===== src/hdl/u2a_pkg.sv =====
// ---------------------------------------------------------------------------
// u2a_pkg
// Shared types, constants and helpers for the unsigned-to-ASCII digit core.
// ---------------------------------------------------------------------------
`default_nettype none

package u2a_pkg;

    localparam int VALUE_WIDTH = 32;

    // Number of decimal digits needed for the largest VALUE_WIDTH-bit value
    function automatic int dec_digit_count(input int w);
        logic [67:0] lim;
        logic [67:0] pw;
        int          n;
        lim = 68'd1 << w;
        pw  = 68'd10;
        n   = 1;
        for (int i = 0; i < 20; i++)
        begin
            if (pw < lim)
            begin
                n  = n + 1;
                pw = pw * 68'd10;
            end
        end
        return n;
    endfunction

    localparam int DEC_DIGITS = dec_digit_count(VALUE_WIDTH);
    localparam int HEX_DIGITS = (VALUE_WIDTH + 3) / 4;
    localparam int PAD_WIDTH  = HEX_DIGITS * 4;
    localparam int IDX_W      = $clog2(DEC_DIGITS);
    localparam int HEX_IDX_W  = (HEX_DIGITS > 1) ? $clog2(HEX_DIGITS) : 1;

    // ceil(2^(W+3) / 10): exact divide-by-ten for every W-bit value
    localparam logic [VALUE_WIDTH+3:0] POW2_W3 = {1'b1, {(VALUE_WIDTH + 3){1'b0}}};
    localparam logic [VALUE_WIDTH+3:0] RECIP_WIDE =
        (POW2_W3 + (VALUE_WIDTH + 4)'(9)) / (VALUE_WIDTH + 4)'(10);
    localparam logic [VALUE_WIDTH-1:0] DIV10_RECIP = RECIP_WIDE[VALUE_WIDTH-1:0];

    localparam int QUEUE_DEPTH = 2;
    localparam int QPTR_W      = $clog2(QUEUE_DEPTH);
    localparam int QCNT_W      = $clog2(QUEUE_DEPTH + 1);

    localparam logic [1:0] FMT_DEC   = 2'd0;
    localparam logic [1:0] FMT_LOWER = 2'd1;
    localparam logic [1:0] FMT_UPPER = 2'd2;

    localparam logic [6:0] ASCII_ZERO    = 7'h30;
    localparam logic [6:0] ASCII_UPPER_A = 7'h41;
    localparam logic [6:0] ASCII_LOWER_A = 7'h61;

    typedef struct packed {
        logic [VALUE_WIDTH-1:0] value;
        logic [1:0]             number_format;
    } in_t;

    typedef struct packed {
        logic [6:0] digit_char;
        logic       last_digit;
    } out_t;

    // Classified item as held in the queue
    typedef struct packed {
        logic [PAD_WIDTH-1:0] value;
        logic                 is_dec;
        logic                 upper;
        logic [HEX_IDX_W-1:0] hex_top;
    } job_t;

    typedef struct packed {
        logic full;
        logic empty;
    } q_status_t;

    typedef struct packed {
        logic pop;
        logic busy;
    } back_ctl_t;

    function automatic logic [6:0] digit_to_ascii(input logic [3:0] d, input logic upper);
        logic [6:0] base;
        base = upper ? ASCII_UPPER_A : ASCII_LOWER_A;
        if (d < 4'd10)
        begin
            return ASCII_ZERO + {3'b000, d};
        end
        return base + {3'b000, d} - 7'd10;
    endfunction

endpackage

`default_nettype wire


===== src/hdl/u2a_front.sv =====
// ---------------------------------------------------------------------------
// u2a_front
// Accepts items, decodes the format code and locates the top hex digit.
// ---------------------------------------------------------------------------
`default_nettype none

module u2a_front (
    input  wire  u2a_pkg::in_t      item,
    input  wire  u2a_pkg::q_status_t q_stat,
    input  wire                     item_valid,
    output logic                    item_ready,
    output logic                    push,
    output u2a_pkg::job_t           job
);

    logic [u2a_pkg::PAD_WIDTH-1:0] padded;
    logic [u2a_pkg::HEX_IDX_W-1:0] top;

    assign item_ready = !q_stat.full;
    assign push       = item_valid && !q_stat.full;
    assign padded     = u2a_pkg::PAD_WIDTH'(item.value);

    // Highest nonzero nibble; zero value keeps index 0
    always_comb
    begin
        top = '0;
        for (int i = 0; i < u2a_pkg::HEX_DIGITS; i++)
        begin
            if (padded[i*4 +: 4] != 4'd0)
            begin
                top = u2a_pkg::HEX_IDX_W'(i);
            end
        end
    end

    always_comb
    begin
        job.value   = padded;
        job.is_dec  = (item.number_format == u2a_pkg::FMT_DEC);
        job.upper   = (item.number_format != u2a_pkg::FMT_LOWER);
        job.hex_top = top;
    end

endmodule

`default_nettype wire


===== config.mk =====
export PLATFORM = sky130hd
export DESIGN_NAME = u2a_front
export DESIGN_NICKNAME = d
export VERILOG_FILES = /design/src/hdl/u2a_pkg.sv /design/src/hdl/u2a_front.sv
export SDC_FILE = /design/constraint.sdc
export NUM_CORES = 1
export LEC_CHECK = 0
export BUFFER_PORTS_ARGS = -buffer_cell sky130_fd_sc_hd__buf_4
export CAP_MARGIN = 15
export CORE_MARGIN = 8
export CORE_UTILIZATION = 28
export DETAILED_ROUTE_END_ITERATION = 10
export PLACE_DENSITY = 0.9
export SYNTH_ARGS = -nofsm -noshare
export SYNTH_HDL_FRONTEND = slang
export SYNTH_SLANG_ARGS = --single-unit

===== constraint.sdc =====
create_clock -name vclk -period 1.8
set_input_delay 0.09 -clock vclk [all_inputs]
set_output_delay 0.09 -clock vclk [all_outputs]
set_load 0.03 [all_outputs]

==> flow_metrics.tcl, run 1 <==
set metrics [dict create \
    wl_um 1460 \
    max_cap_violations 0 \
    ant_nets 0 \
    core_area_mm2 0.00128 \
    setup_viol 0 \
    final_cell_mix "67 x buf_4, 4 x or4_1, 3 x nor4_1, 2 x nor2_1" \
    seq_area_frac_synth_pct 0 \
    status "completed" \
    grt_pass1_vias 503 \
    netlist_area_um2 378 \
    max_freq_mhz 781 \
    cts_resized 0 \
    start_util_pct 29.4 \
    crit_path_max_fanout 2 \
    fin_nets 126 \
    maxSlewViolCount 0 \
    max-slew-margin-rel_pct 70.7 \
    gp_congestion 0.676 \
    synth_cells 52 \
    p_clk_share_pct 0 \
    grt_pass1_wl_um 2070 \
    grt_max_degree 5 \
    drive_above_1_share_pct 80.5 \
    ir_drop_v 0.000130 \
    die_w_um 52.7 \
    cp.required_ns 1.71 \
    min_period_ns 1.28 \
    power_leakage_nw 0.350 \
    path_class "primary input to primary output" \
    powerDensity_mw_per_mm2 324 \
    setup_tns_ns 0 \
    crit_path_end_kind "primary output" \
    slowest_delay_ns 0.55 \
    p_sw_share_pct 54.9 \
    drt_iter0_markers 3 \
    crit_path_start_kind "primary input" \
    dr.pass1.iters 4 \
    arrival_ns 1.19 \
    cts_hold_buf 0 \
    layout.cells.most_common "buf_4" \
    regArea_um2 0 \
    rsz0062_at_grt "no" \
    clock_buffers 0 \
    post_cts_buffers 0 \
    fillers 137 \
    holdWs_ns 0.180 \
    place_ws_ns 0.514 \
    pwr-share-seq_pct 0 \
    drc 0 \
    overflow 0 \
    path_cells "buf_4 -> or4_1 -> nor2_1 -> nand3_1 -> buf_4" \
    post-route-period-util_pct 71.1 \
    die_area_mm2 0.00278 \
    n_sequential_cell 0 \
    internal_power_mw 0.0962 \
    fin_cells 102 \
    antenna_found_initial 0 \
    p_sw_mw 0.117 \
    min_path_type "primary input to primary output" \
    antennaDiodeCount 0 \
    syn_to_final_growth_pct 74.5 \
    dp.cells 102 \
    grt.total_usage_pct 9.04 \
    die_y_um 52.7 \
    timing.final.ws_setup_ns 0.520 \
    wl_per_cell_um 14.3 \
    hold_viol 0 \
    port_buffers 67 \
    crit_top_cell "buf_4" \
    vias_per_cell 4.50 \
    syn_area_per_cell_um2 7.27 \
    worstMarginPinSlew_ns 0.436 \
    ys_warn_count 0 \
    synth.distinct_cells 15 \
    crit_path_top_delay_cell "or4_1" \
    row_count 13 \
    pwr-share-comb_pct 100.0 \
    synth_fp_nets 89 \
    io_pins 76 \
    via_count 459 \
]
==> critical path, delay by kind of cell <==
family                 cells  cell delay, ns
and+or+nand+nor            3            0.79
buffers and inverters      2            0.30
==> final timing paths <==
path	from	depth (start not counted)	endpoint	slack, ns
worst max-delay path	item[31]	5	job[2]	0.52
worst min-delay path	item[3]	0	job[6]	0.18
==> area by class of cell <==
class                           count  area, µm²  share of cell area (%)
Timing Repair Buffer               67        503                    76.3
Multi-Input combinational cell     19        134                    20.3
Tap cell                           15       18.8                    2.85
Inverter                            1       3.75                   0.569
==> routing by layer <==
layer  global-route usage [%]  wire length, µm  up-vias
met3                     5.97              262        0
li1                         -                -      220
met1                     8.54              454      201
met2                     16.6              740       38
met4                    0.431                0        0
met5                        0                0        -
==> power groups by stage <==
stage          registers (mW)  logic [mW]  clock network (mW)
2_1_floorplan               0       0.154                   0
3_3_place_gp                0       0.213                   0
3_5_place_dp                0       0.216                   0
4_1_cts                     0       0.216                   0
5_1_grt                     0       0.224                   0
6_report                    0       0.213                   0
==> Yosys cell counts <==
cell / n / area [µm²]
nor2_1: 2 / 7.51
o211ai_2: 1 / 12.5
nand3_1: 1 / 5.00
nor4_1: 3 / 18.8
a21oi_1: 1 / 5.00
or4_4: 1 / 11.3
nor4_2: 1 / 12.5
inv_1: 1 / 3.75
nand2_1: 1 / 3.75
nand2b_1: 1 / 6.26
nor2b_1: 1 / 6.26
or4_1: 4 / 30.0
buf_4: 32 / 240
o211ai_1: 1 / 7.51
a21o_1: 1 / 7.51
==> cells by family (layout without fill, tap and decap cells) <==
| group | count (synthesis) | in the layout | synth area share [%] |
|---|---|---|---|
| AOI/OAI and AO/OA | 4 | 4 | 8.61 |
| buffers and inverters | 33 | 68 | 64.6 |
| and+or+nand+nor | 15 | 15 | 26.8 |
==> through the flow <==
| step | area [µm²] | power, mW | utilization, % |
|---|---|---|---|
| after global placement | 659 | 0.213 | 51.3 |
| after detailed placement | 659 | 0.216 | 51.3 |
| after global routing | 659 | 0.224 | 51.3 |
| after floorplan | 378 | 0.154 | - |
| after CTS | 659 | 0.216 | 51.3 |
| final | 659 | 0.213 | 51.3 |
No activity file was read; power rests on OpenSTA's default activity.
==> inputs of run 2 (changes only) <==
--- a/config.mk
+++ b/config.mk
@@ -8,9 +8,9 @@
 export BUFFER_PORTS_ARGS = -buffer_cell sky130_fd_sc_hd__buf_4
 export CAP_MARGIN = 15
 export CORE_MARGIN = 8
-export CORE_UTILIZATION = 28
+export CORE_UTILIZATION = 26
 export DETAILED_ROUTE_END_ITERATION = 10
-export PLACE_DENSITY = 0.9
+export PLACE_DENSITY = 0.84
 export SYNTH_ARGS = -nofsm -noshare
 export SYNTH_HDL_FRONTEND = slang
 export SYNTH_SLANG_ARGS = --single-unit
==> constraint.sdc (replaced) <==
create_clock -name vclk -period 1.3
set_input_delay 0.065 -clock vclk [all_inputs]
set_output_delay 0.065 -clock vclk [all_outputs]
set_load 0.03 [all_outputs]
==> run 2 against run 1 <==
Combinational power grew 40%; critical path depth is the same; flip-flop and latch count did not move; final cell count increased by 0.98%; critical endpoint is now job[0].
==> flow_metrics.tcl, run 2 (same netlist as run 1, synthesis figures left out) <==
set metrics [dict create \
    io_pins 76 \
    fin_nets 127 \
    n_sequential_cell 0 \
    rsz0062_at_grt "no" \
    drc 0 \
    start_util_pct 28.3 \
    grt_pass1_wl_um 2070 \
    min_path_type "primary input to primary output" \
    fillers 141 \
    max_cap_violations 0 \
    core_area_mm2 0.00133 \
    path_cells "buf_4 -> or4_4 -> o211ai_2 -> a21o_1 -> buf_4" \
    overflow 0 \
    powerDensity_mw_per_mm2 448 \
    critPathLaunch "item[11]" \
    cp_top_family "simple AND/OR/NAND/NOR gates" \
    clock_buffers 0 \
    layout.cells.most_common "buf_4" \
    crit_path_max_fanout 2 \
    post-route-period-util_pct 94.0 \
    crit_path_top_delay_cell "or4_4" \
    grt_pass1_vias 509 \
    antenna_found_initial 0 \
    max_freq_mhz 818 \
    cp.required_ns 1.24 \
    dr.pass1.iters 1 \
    min_period_ns 1.22 \
    crit_path_start_kind "primary input" \
    setup_tns_ns 0 \
    vias_per_cell 4.43 \
    dp_hpwl_um 1570 \
    worstMarginPinSlew_ns 0.392 \
    post_cts_buffers 0 \
    max-slew-margin-rel_pct 73.7 \
    dp.cells 103 \
    fin_cells 103 \
    cts_hold_buf 0 \
    wl_per_cell_um 15.8 \
    antennaDiodeCount 0 \
    status "completed" \
    crit_path_end_kind "primary output" \
    maxSlewViolCount 0 \
    hold_start "item[2]" \
    placed_area_um2 667 \
    cp.buffers_inverters 2 \
    setup_viol 0 \
    cts_resized 0 \
    regArea_um2 0 \
    slowest_delay_ns 0.54 \
    port_buffers 67 \
    arrival_ns 1.16 \
    drive_above_1_share_pct 80.7 \
    row_count 13 \
    via_count 456 \
    die_area_mm2 0.00293 \
    hold_viol 0 \
    crit_top_cell "buf_4" \
    final_cell_mix "68 x buf_4, 4 x or4_1, 3 x nor4_1, 2 x nor2_1" \
    syn_to_final_growth_pct 76.5 \
    ant_nets 0 \
    multiInputGateArea_um2 134 \
    path_class "primary input to primary output" \
    drt_iter0_markers 0 \
    wl_um 1630 \
    grt_max_degree 5 \
    die_w_um 54.1 \
    grt.total_usage_pct 8.97 \
    gp_congestion 0.642 \
    die_y_um 54.1 \
    ir_drop_v 0.000160 \
    power_leakage_nw 0.355 \
    design_area_um2 667 \
]
[run 2: through the flow]
step | total power [mW] | hold slack, ns | setup WS, ns | utilization (%)
after floorplan | 0.213 | 0.237 | 0.211 | -
after global placement | 0.296 | 0.130 | 0.0739 | 50.0
after detailed placement | 0.302 | 0.130 | 0.0724 | 50.0
after CTS | 0.302 | 0.130 | 0.0696 | 50.0
after global routing | 0.312 | 0.130 | 0.0284 | 50.0
final | 0.299 | 0.130 | 0.0774 | 50.0
[run 2: path summary, 6_finish.rpt]
kind | cells after the start | end | slack, ns
hold / removal | 0 | job[5] | 0.13
setup / recovery | 5 | job[0] | 0.08
[run 2: report_power, final]
part	total (mW)	switching, mW	internal, mW
combinational	0.299	0.164	0.134
clock	0	0	0
sequential	0	0	0
total	0.299	0.164	0.134
[run 2: cell type report]
class                      instances  area share, %
multi-input combinational         19           20.1
inverter                           1          0.563
timing repair buffer              68           76.5
tap                               15           2.81
[run 2: metal layers]
metal  vias up  GRT usage [%]  share of wire (%)
li1        220              -                  -
met1       198           5.65                 25
met2        38           20.2                 56
met3         0           5.79                 19
met4         0          0.410                  0
met5         -              0                  0
