===== src/hdl/u2a_pkg.sv =====
// ---------------------------------------------------------------------------
// u2a_pkg
// Shared types, constants and helpers for the unsigned-to-ASCII digit core.
// ---------------------------------------------------------------------------
`default_nettype none

package u2a_pkg;

    localparam int VALUE_WIDTH = 32;

    // Number of decimal digits needed for the largest VALUE_WIDTH-bit value
    function automatic int dec_digit_count(input int w);
        logic [67:0] lim;
        logic [67:0] pw;
        int          n;
        lim = 68'd1 << w;
        pw  = 68'd10;
        n   = 1;
        for (int i = 0; i < 20; i++)
        begin
            if (pw < lim)
            begin
                n  = n + 1;
                pw = pw * 68'd10;
            end
        end
        return n;
    endfunction

    localparam int DEC_DIGITS = dec_digit_count(VALUE_WIDTH);
    localparam int HEX_DIGITS = (VALUE_WIDTH + 3) / 4;
    localparam int PAD_WIDTH  = HEX_DIGITS * 4;
    localparam int IDX_W      = $clog2(DEC_DIGITS);
    localparam int HEX_IDX_W  = (HEX_DIGITS > 1) ? $clog2(HEX_DIGITS) : 1;

    // ceil(2^(W+3) / 10): exact divide-by-ten for every W-bit value
    localparam logic [VALUE_WIDTH+3:0] POW2_W3 = {1'b1, {(VALUE_WIDTH + 3){1'b0}}};
    localparam logic [VALUE_WIDTH+3:0] RECIP_WIDE =
        (POW2_W3 + (VALUE_WIDTH + 4)'(9)) / (VALUE_WIDTH + 4)'(10);
    localparam logic [VALUE_WIDTH-1:0] DIV10_RECIP = RECIP_WIDE[VALUE_WIDTH-1:0];

    localparam int QUEUE_DEPTH = 2;
    localparam int QPTR_W      = $clog2(QUEUE_DEPTH);
    localparam int QCNT_W      = $clog2(QUEUE_DEPTH + 1);

    localparam logic [1:0] FMT_DEC   = 2'd0;
    localparam logic [1:0] FMT_LOWER = 2'd1;
    localparam logic [1:0] FMT_UPPER = 2'd2;

    localparam logic [6:0] ASCII_ZERO    = 7'h30;
    localparam logic [6:0] ASCII_UPPER_A = 7'h41;
    localparam logic [6:0] ASCII_LOWER_A = 7'h61;

    typedef struct packed {
        logic [VALUE_WIDTH-1:0] value;
        logic [1:0]             number_format;
    } in_t;

    typedef struct packed {
        logic [6:0] digit_char;
        logic       last_digit;
    } out_t;

    // Classified item as held in the queue
    typedef struct packed {
        logic [PAD_WIDTH-1:0] value;
        logic                 is_dec;
        logic                 upper;
        logic [HEX_IDX_W-1:0] hex_top;
    } job_t;

    typedef struct packed {
        logic full;
        logic empty;
    } q_status_t;

    typedef struct packed {
        logic pop;
        logic busy;
    } back_ctl_t;

    function automatic logic [6:0] digit_to_ascii(input logic [3:0] d, input logic upper);
        logic [6:0] base;
        base = upper ? ASCII_UPPER_A : ASCII_LOWER_A;
        if (d < 4'd10)
        begin
            return ASCII_ZERO + {3'b000, d};
        end
        return base + {3'b000, d} - 7'd10;
    endfunction

endpackage

`default_nettype wire


===== src/hdl/u2a_queue.sv =====
// ---------------------------------------------------------------------------
// u2a_queue
// Two-entry queue of classified items between front and back.
// ---------------------------------------------------------------------------
`default_nettype none

module u2a_queue (
    input  wire                     clk,
    input  wire                     rst_n,
    input  wire                     push,
    input  wire  u2a_pkg::job_t     push_job,
    input  wire  u2a_pkg::back_ctl_t back_ctl,
    output u2a_pkg::job_t           head,
    output u2a_pkg::q_status_t      q_stat
);

    u2a_pkg::job_t                 mem [u2a_pkg::QUEUE_DEPTH];
    logic [u2a_pkg::QPTR_W-1:0]    wr_ptr_reg, wr_ptr_next;
    logic [u2a_pkg::QPTR_W-1:0]    rd_ptr_reg, rd_ptr_next;
    logic [u2a_pkg::QCNT_W-1:0]    count_reg, count_next;

    assign q_stat.full  = (count_reg == u2a_pkg::QCNT_W'(u2a_pkg::QUEUE_DEPTH));
    assign q_stat.empty = (count_reg == '0);
    assign head         = mem[rd_ptr_reg];

    always_comb
    begin
        wr_ptr_next = wr_ptr_reg;
        rd_ptr_next = rd_ptr_reg;
        count_next  = count_reg;
        if (push)
        begin
            wr_ptr_next = (wr_ptr_reg == u2a_pkg::QPTR_W'(u2a_pkg::QUEUE_DEPTH - 1))
                          ? '0 : wr_ptr_reg + 1'b1;
        end
        if (back_ctl.pop)
        begin
            rd_ptr_next = (rd_ptr_reg == u2a_pkg::QPTR_W'(u2a_pkg::QUEUE_DEPTH - 1))
                          ? '0 : rd_ptr_reg + 1'b1;
        end
        case ({push, back_ctl.pop})
            2'b10:   count_next = count_reg + 1'b1;
            2'b01:   count_next = count_reg - 1'b1;
            default: count_next = count_reg;
        endcase
    end

    always_ff @(posedge clk or negedge rst_n)
    begin
        if (!rst_n)
        begin
            wr_ptr_reg <= '0;
            rd_ptr_reg <= '0;
            count_reg  <= '0;
        end
        else
        begin
            wr_ptr_reg <= wr_ptr_next;
            rd_ptr_reg <= rd_ptr_next;
            count_reg  <= count_next;
        end
    end

    always_ff @(posedge clk)
    begin
        if (push)
        begin
            mem[wr_ptr_reg] <= push_job;
        end
    end

endmodule

`default_nettype wire


===== config.mk =====
export PLATFORM = sky130hd
export DESIGN_NAME = u2a_queue
export DESIGN_NICKNAME = d
export VERILOG_FILES = /design/src/hdl/u2a_pkg.sv /design/src/hdl/u2a_queue.sv
export SDC_FILE = /design/constraint.sdc
export NUM_CORES = 1
export LEC_CHECK = 0
export ABC_AREA = 1
export BUFFER_PORTS_ARGS = -buffer_cell sky130_fd_sc_hd__buf_2
export CAP_MARGIN = 10
export CORE_MARGIN = 2
export CORE_UTILIZATION = 41
export CTS_BUF_LIST = sky130_fd_sc_hd__clkbuf_4 sky130_fd_sc_hd__clkbuf_8
export DETAILED_ROUTE_END_ITERATION = 8
export PLACE_DENSITY = 0.7
export SLEW_MARGIN = 15
export SYNTH_ARGS = -nofsm -noshare
export SYNTH_HDL_FRONTEND = slang
export SYNTH_SLANG_ARGS = --single-unit
export TNS_END_PERCENT = 20

===== constraint.sdc =====
create_clock -name clk -period 3.7 [get_ports clk]
set_clock_uncertainty 0.2 [all_clocks]
set_input_delay 0.185 -clock clk [delete_from_list [all_inputs] [get_ports clk]]
set_output_delay 0.185 -clock clk [all_outputs]
set_load 0.1 [all_outputs]

==> results of run 1 <==
cells in the mapped netlist (all sizes together):
library cell  count
buf               6
clkbuf            2
dfrtp             4
edfxtp           74
ha                1
inv              43
nand2            42
nand3             1
nand4             1
nor2              3
o21ai            37
xnor2             1
xor2              2
metal layers:
metal  wire (µm)  GRT usage (%)
met4         133           8.41
met2        2900           26.7
met3         227           4.16
met1        2230           15.2
met5           0              0
logic make-up (layout without fill, tap and decap cells):
family | count (synthesis) | after routing | synth area share, %
simple gates | 47 | 47 | 6.09
xor+xnor | 3 | 3 | 0.888
buf+inv | 51 | 180 | 7.86
fa+ha+maj | 1 | 1 | 0.423
flops | 78 | 78 | 78.5
compound gates | 37 | 37 | 6.26
worst reg2reg max path: cells and delay by family, from the launching register on:
kind                   cells  cell delay (ps)
buffers and inverters      2              970
and+or+nand+nor            1               90
DFF                        1              440
timing repair:
action	in CTS	in global routing
hold buffers	41	0
setup buffers	0	0
hold endpoints to repair	81	0
final cells by class:
type                            count  area [µm²]  area share (%)
Timing Repair Buffer              122         821            20.4
Inverter                           43         161            4.01
Multi-Input combinational cell     88         412            10.2
Clock buffer                        9         124            3.08
Sequential cell                    78        2320            57.7
Tap cell                           96         120            2.98
Clock inverter                      6        63.8            1.59
how the worst min path moves through the flow:
stage            startpoint      endpoint  slack, ps  cells past startpoint
2_1_floorplan         rst_n  count_reg[0]       -310                      0
3_3_place_gp          rst_n  count_reg[1]       -200                      1
3_5_place_dp          rst_n  count_reg[1]       -200                      1
4_1_cts        count_reg[1]  count_reg[1]        320                      2
5_1_grt         push_job[5]     mem[0][5]        350                      2
6_report       count_reg[1]  count_reg[1]        330                      2
metrics by stage:
stage | worst slack [ps] | hold slack (ps) | utilization [%] | area [µm²]
4_1_cts | 1080 | 324 | 58.3 | 4030
5_1_grt | 895 | 348 | 58.3 | 4030
6_report | 1080 | 327 | 58.3 | 4030
2_1_floorplan | 633 | -311 | - | 2960
3_5_place_dp | 1460 | -202 | 49.6 | 3430
3_3_place_gp | 1460 | -204 | 49.6 | 3430
==> flow_metrics.env, run 1 <==
export IMPL_status="completed"
export IMPL_drcViolationCount=0
export IMPL_maxSlewHeadroom_pct=27.1
export IMPL_ctsResizeCount=0
export IMPL_synth_distinct_cells=15
export IMPL_grt_pass1_wl_um=8420
export IMPL_crit_type="reg2out"
export IMPL_rsz0062_at_grt="false"
export IMPL_fin_cells=442
export IMPL_critical_path_cell_count=4
export IMPL_start_util_pct=42.8
export IMPL_critPathBufInv=2
export IMPL_final_nets=385
export IMPL_ios=81
export IMPL_detail_route_antenna_nets=0
export IMPL_r2r_cells=3
export IMPL_most_common_layout_cells="buf_2 (79), edfxtp_1 (74), inv_1 (42), nand2_1 (42), dlygate4sd3_1 (41)"
export IMPL_largest_reg_flops=74
export IMPL_routed_via_density=4.34
export IMPL_hold_viol_final=0
export IMPL_cts_buffers=9
export IMPL_grt_usage_pct=14.7
export IMPL_critPathTopFamily="buffers and inverters"
export IMPL_maxCapViolCount=0
export IMPL_route_final_wire_length_um=5480
export IMPL_finalCriticalPeriod_ps=2620
export IMPL_fp_dieW_um=89.0
export IMPL_setup_violations=0
export IMPL_clock_tree_buffer_depth=2
export IMPL_diodes=0
export IMPL_crit_path_start="rd_ptr_reg"
export IMPL_synth_seq_cells=78
export IMPL_critPathMaxFanout=43
export IMPL_crit_slowest_cell="dfrtp_2"
export IMPL_antenna_found_initial=0
export IMPL_rows=30
export IMPL_worstPathArrival_ps=2240
export IMPL_drt_pass1_iter_count=4
export IMPL_path_cells="buf_4 > nand2_1 > o21ai_0 > buf_2"
export IMPL_rr_endpoint="mem[1][19]"
export IMPL_grt_pass1_vias=1875
export IMPL_rrSetupSlack_ps=1740
export IMPL_die_area_um2=7910
export IMPL_drtIter0Drc=48
export IMPL_cts_root_buf="clkbuf_8"
export IMPL_fillers=588
export IMPL_syn_instance_count=217
export IMPL_wire_per_inst_um=12.4
export IMPL_slowest_delay_ps=810
export IMPL_fmaxAchievable_mhz=382
export IMPL_synth_area_um2=2960
export IMPL_grt_max_degree=44
export IMPL_grt_overflow_total=0
export IMPL_cts_tree="done"
export IMPL_syn_nets=260
export IMPL_fin_tns_setup_ps=0
export IMPL_synth_top_area_share_pct=75.1
export IMPL_synth_area_top_cells="edfxtp_1 (75%), inv_1 (5.5%), nand2_1 (5.3%), o21ai_0 (4.1%), dfrtp_1 (3.4%)"
export IMPL_drv_slew=0
export IMPL_worst_pin_slew_ps=1090
export IMPL_place_hpwl_um=3100
export IMPL_final_common_cell="buf_2"
export IMPL_clock_latency_ps=330
export IMPL_die_h_um=89.0
export IMPL_period_share_pct=70.8
export IMPL_vias=1920
export IMPL_core_area_um2=6910
export IMPL_timing_rr_start="wr_ptr_reg"
export IMPL_hold_path_class="reg2reg"
export IMPL_portBuffers=79
export IMPL_clock_sinks=78
export IMPL_ys_warn_count=0
export IMPL_synth_largest_area_cell="edfxtp_1"
export IMPL_avgSynthCellArea_um2=13.6
export IMPL_crit_required_ps=3310
export IMPL_crit_path_end_kind="output pin"
export IMPL_syn_to_final_growth_pct=36.0
export IMPL_post_place_cells=386
export IMPL_start_kind="flop"
export IMPL_worstSetupEndpoint="head[23]"
export IMPL_yosysSeqAreaShare_pct=78.5
export IMPL_drive_above_1_share_pct=28.3
export IMPL_h_tree_depth=3
export IMPL_globalplace_congestion=0.682
export IMPL_path_clk_slew_ps=70
Power of run 1 is left out: the tool's default activity adds up to more than one toggle a clock period on the data nets, which glitch-free logic cannot reach.
==> inputs of run 2 (changes only) <==
--- a/config.mk
+++ b/config.mk
@@ -5,14 +5,14 @@
 export SDC_FILE = /design/constraint.sdc
 export NUM_CORES = 1
 export LEC_CHECK = 0
-export ABC_AREA = 1
+export ABC_AREA = 0
 export BUFFER_PORTS_ARGS = -buffer_cell sky130_fd_sc_hd__buf_2
 export CAP_MARGIN = 10
 export CORE_MARGIN = 2
 export CORE_UTILIZATION = 41
 export CTS_BUF_LIST = sky130_fd_sc_hd__clkbuf_4 sky130_fd_sc_hd__clkbuf_8
 export DETAILED_ROUTE_END_ITERATION = 8
-export PLACE_DENSITY = 0.7
+export PLACE_DENSITY = 0.73
 export SLEW_MARGIN = 15
 export SYNTH_ARGS = -nofsm -noshare
 export SYNTH_HDL_FRONTEND = slang
==> constraint.sdc (replaced) <==
create_clock -name clk -period 2.3 [get_ports clk]
set_clock_uncertainty 0.2 [all_clocks]
set_input_delay 0.115 -clock clk [delete_from_list [all_inputs] [get_ports clk]]
set_output_delay 0.115 -clock clk [all_outputs]
set_load 0.1 [all_outputs]
==> flow_metrics.env, run 2 <==
export IMPL_crit_required_ps=1990
export IMPL_finalCriticalPeriod_ps=2140
export IMPL_yosysMostFrequentCell="edfxtp_1"
export IMPL_most_common_layout_cells="buf_2 (79), edfxtp_1 (74), dlygate4sd3_1 (41)"
export IMPL_fmaxAchievable_mhz=467
export IMPL_status="completed"
export IMPL_start_util_pct=42.8
export IMPL_drtIter0Drc=41
export IMPL_clock_tree_buffer_depth=2
export IMPL_grt_pass1_wl_um=7580
export IMPL_synth_seq_cells=78
export IMPL_h_tree_depth=3
export IMPL_final_nets=307
export IMPL_critPathTopFamily="flip-flops"
export IMPL_hold_path_cell_count=3
export IMPL_synth_area_um2=2940
export IMPL_grt_pass1_vias=1659
export IMPL_drcViolationCount=0
export IMPL_synth_flop_cell="edfxtp_1"
export IMPL_maxCapViolCount=0
export IMPL_place_hpwl_um=3250
export IMPL_ios=81
export IMPL_diodes=0
export IMPL_die_h_um=88.6
export IMPL_crit_type="reg2out"
export IMPL_cts_buffers=9
export IMPL_grt_overflow_total=0
export IMPL_start_kind="flop"
export IMPL_portBuffers=79
export IMPL_hold_start="back_ctl[1]"
export IMPL_yosysSeqAreaShare_pct=79.1
export IMPL_slowest_delay_ps=580
export IMPL_grt_usage_pct=13.5
export IMPL_cts_tree="done"
export IMPL_crit_path_end_kind="output pin"
export IMPL_synth_distinct_cells=13
export IMPL_cts_root_buf="clkbuf_8"
export IMPL_timing_rr_start="wr_ptr_reg"
export IMPL_synth_top_area_share_pct=75.7
export IMPL_largest_reg_flops=74
export IMPL_wire_per_inst_um=13.9
export IMPL_fillers=539
export IMPL_period_share_pct=93.1
export IMPL_synth_area_top_cells="edfxtp_1 (76%), mux2_4 (10%), mux2_2 (6.5%), dfrtp_1 (3.4%), buf_6 (1.2%)"
export IMPL_clock_sinks=78
export IMPL_hold_path_class="in2reg"
export IMPL_syn_instance_count=131
export IMPL_setup_violations=0
export IMPL_core_area_um2=6870
export IMPL_rrSetupSlack_ps=870
export IMPL_vias=1606
export IMPL_hold_viol_final=0
export IMPL_synth_common_cells="edfxtp_1 (74), mux2_4 (20), mux2_2 (17), dfrtp_1 (4)"
export IMPL_grt_max_degree=23
export IMPL_drv_slew=0
export IMPL_clock_latency_ps=340
export IMPL_worst_pin_slew_ps=504
export IMPL_syn_nets=174
export IMPL_final_common_cell="buf_2"
export IMPL_fin_cells=364
export IMPL_critPathBufInv=2
export IMPL_fin_tns_setup_ps=0
export IMPL_syn_to_final_growth_pct=39.8
export IMPL_rsz0062_at_grt="false"
export IMPL_path_cells="buf_4 > mux2_2 > buf_2"
export IMPL_critPathMaxFanout=14
export IMPL_path_clk_slew_ps=80
export IMPL_ys_warn_count=0
export IMPL_cts_setup_buffers=0
export IMPL_die_area_um2=7860
export IMPL_worstPathArrival_ps=1830
export IMPL_hold_worst_slack_ps=293
export IMPL_critical_path_cell_count=3
export IMPL_globalplace_congestion=0.631
export IMPL_crit_slowest_cell="dfrtp_4"
export IMPL_route_final_wire_length_um=5060
export IMPL_rr_endpoint="mem[1][1]"
export IMPL_maxSlewHeadroom_pct=66.7
export IMPL_fp_dieW_um=88.6
export IMPL_synthArstFlopShare_pct=5.13
export IMPL_routed_via_density=4.41
export IMPL_synth_largest_area_cell="edfxtp_1"
export IMPL_antenna_found_initial=0
export IMPL_avgSynthCellArea_um2=22.4
export IMPL_rows=30
export IMPL_detail_route_antenna_nets=0
export IMPL_synth_edff_count=74
export IMPL_drt_pass1_iter_count=4
export IMPL_drive_above_1_share_pct=52.2
export IMPL_r2r_cells=2
export IMPL_hold_path_endpoint="rd_ptr_reg"
export IMPL_post_place_cells=308
## run 2: repair_timing
action,CTS,global route
gates resized for setup,0,1
endpoints found under the hold margin,81,0
hold buffers,41,0
setup endpoints to repair,0,7
## run 2: how the worst max path moves through the flow
stage / from / to
after global routing: rd_ptr_reg / head[15]
after floorplan: count_reg[0] / q_stat[1]
after detailed placement: rd_ptr_reg / head[13]
after global placement: rd_ptr_reg / head[12]
final: rd_ptr_reg / head[13]
after CTS: rd_ptr_reg / head[13]
## run 2: cell families after synthesis
logic type / count (synthesis) / share of synthesized area (%)
adders and majority gates: 1 / 0.426
and+or+nand+nor: 5 / 0.810
muxes: 37 / 16.7
xor gates and xnor gates: 5 / 1.49
buffers and inverters: 5 / 1.45
DFF: 78 / 79.1
## run 2: per-stage QoR
| stage | setup slack [ps] | utilization [%] | area (µm²) |
|---|---|---|---|
| after floorplan | 231 | - | 2940 |
| after global placement | 432 | 50.7 | 3480 |
| after detailed placement | 431 | 50.7 | 3480 |
| after CTS | 47.3 | 59.7 | 4100 |
| after global routing | 66.9 | 59.8 | 4110 |
| final | 158 | 59.8 | 4110 |
## run 2: cell type report
class | count | area [µm²] | share of cell area (%)
Sequential cell | 78 | 2330 | 56.7
Timing Repair Buffer | 126 | 863 | 21.0
Multi-Input combinational cell | 48 | 581 | 14.1
Clock buffer | 9 | 124 | 3.02
Tap cell | 96 | 120 | 2.93
Clock inverter | 6 | 87.6 | 2.13
Inverter | 1 | 3.75 | 0.0914
## run 2: tightest hold or removal path: stages
cell and delay, ps:
dlygate4sd3_1 510, buf_2 120, xor2_1 60
## run 2: routing by layer
| layer | share of wire (%) | track usage, % |
|---|---|---|
| met1 | 41 | 15.6 |
| met2 | 51 | 22.0 |
| met3 | 5.6 | 4.85 |
| met4 | 2.4 | 7.44 |
| met5 | 0 | 0 |
Power of run 2 is left out for the same reason.
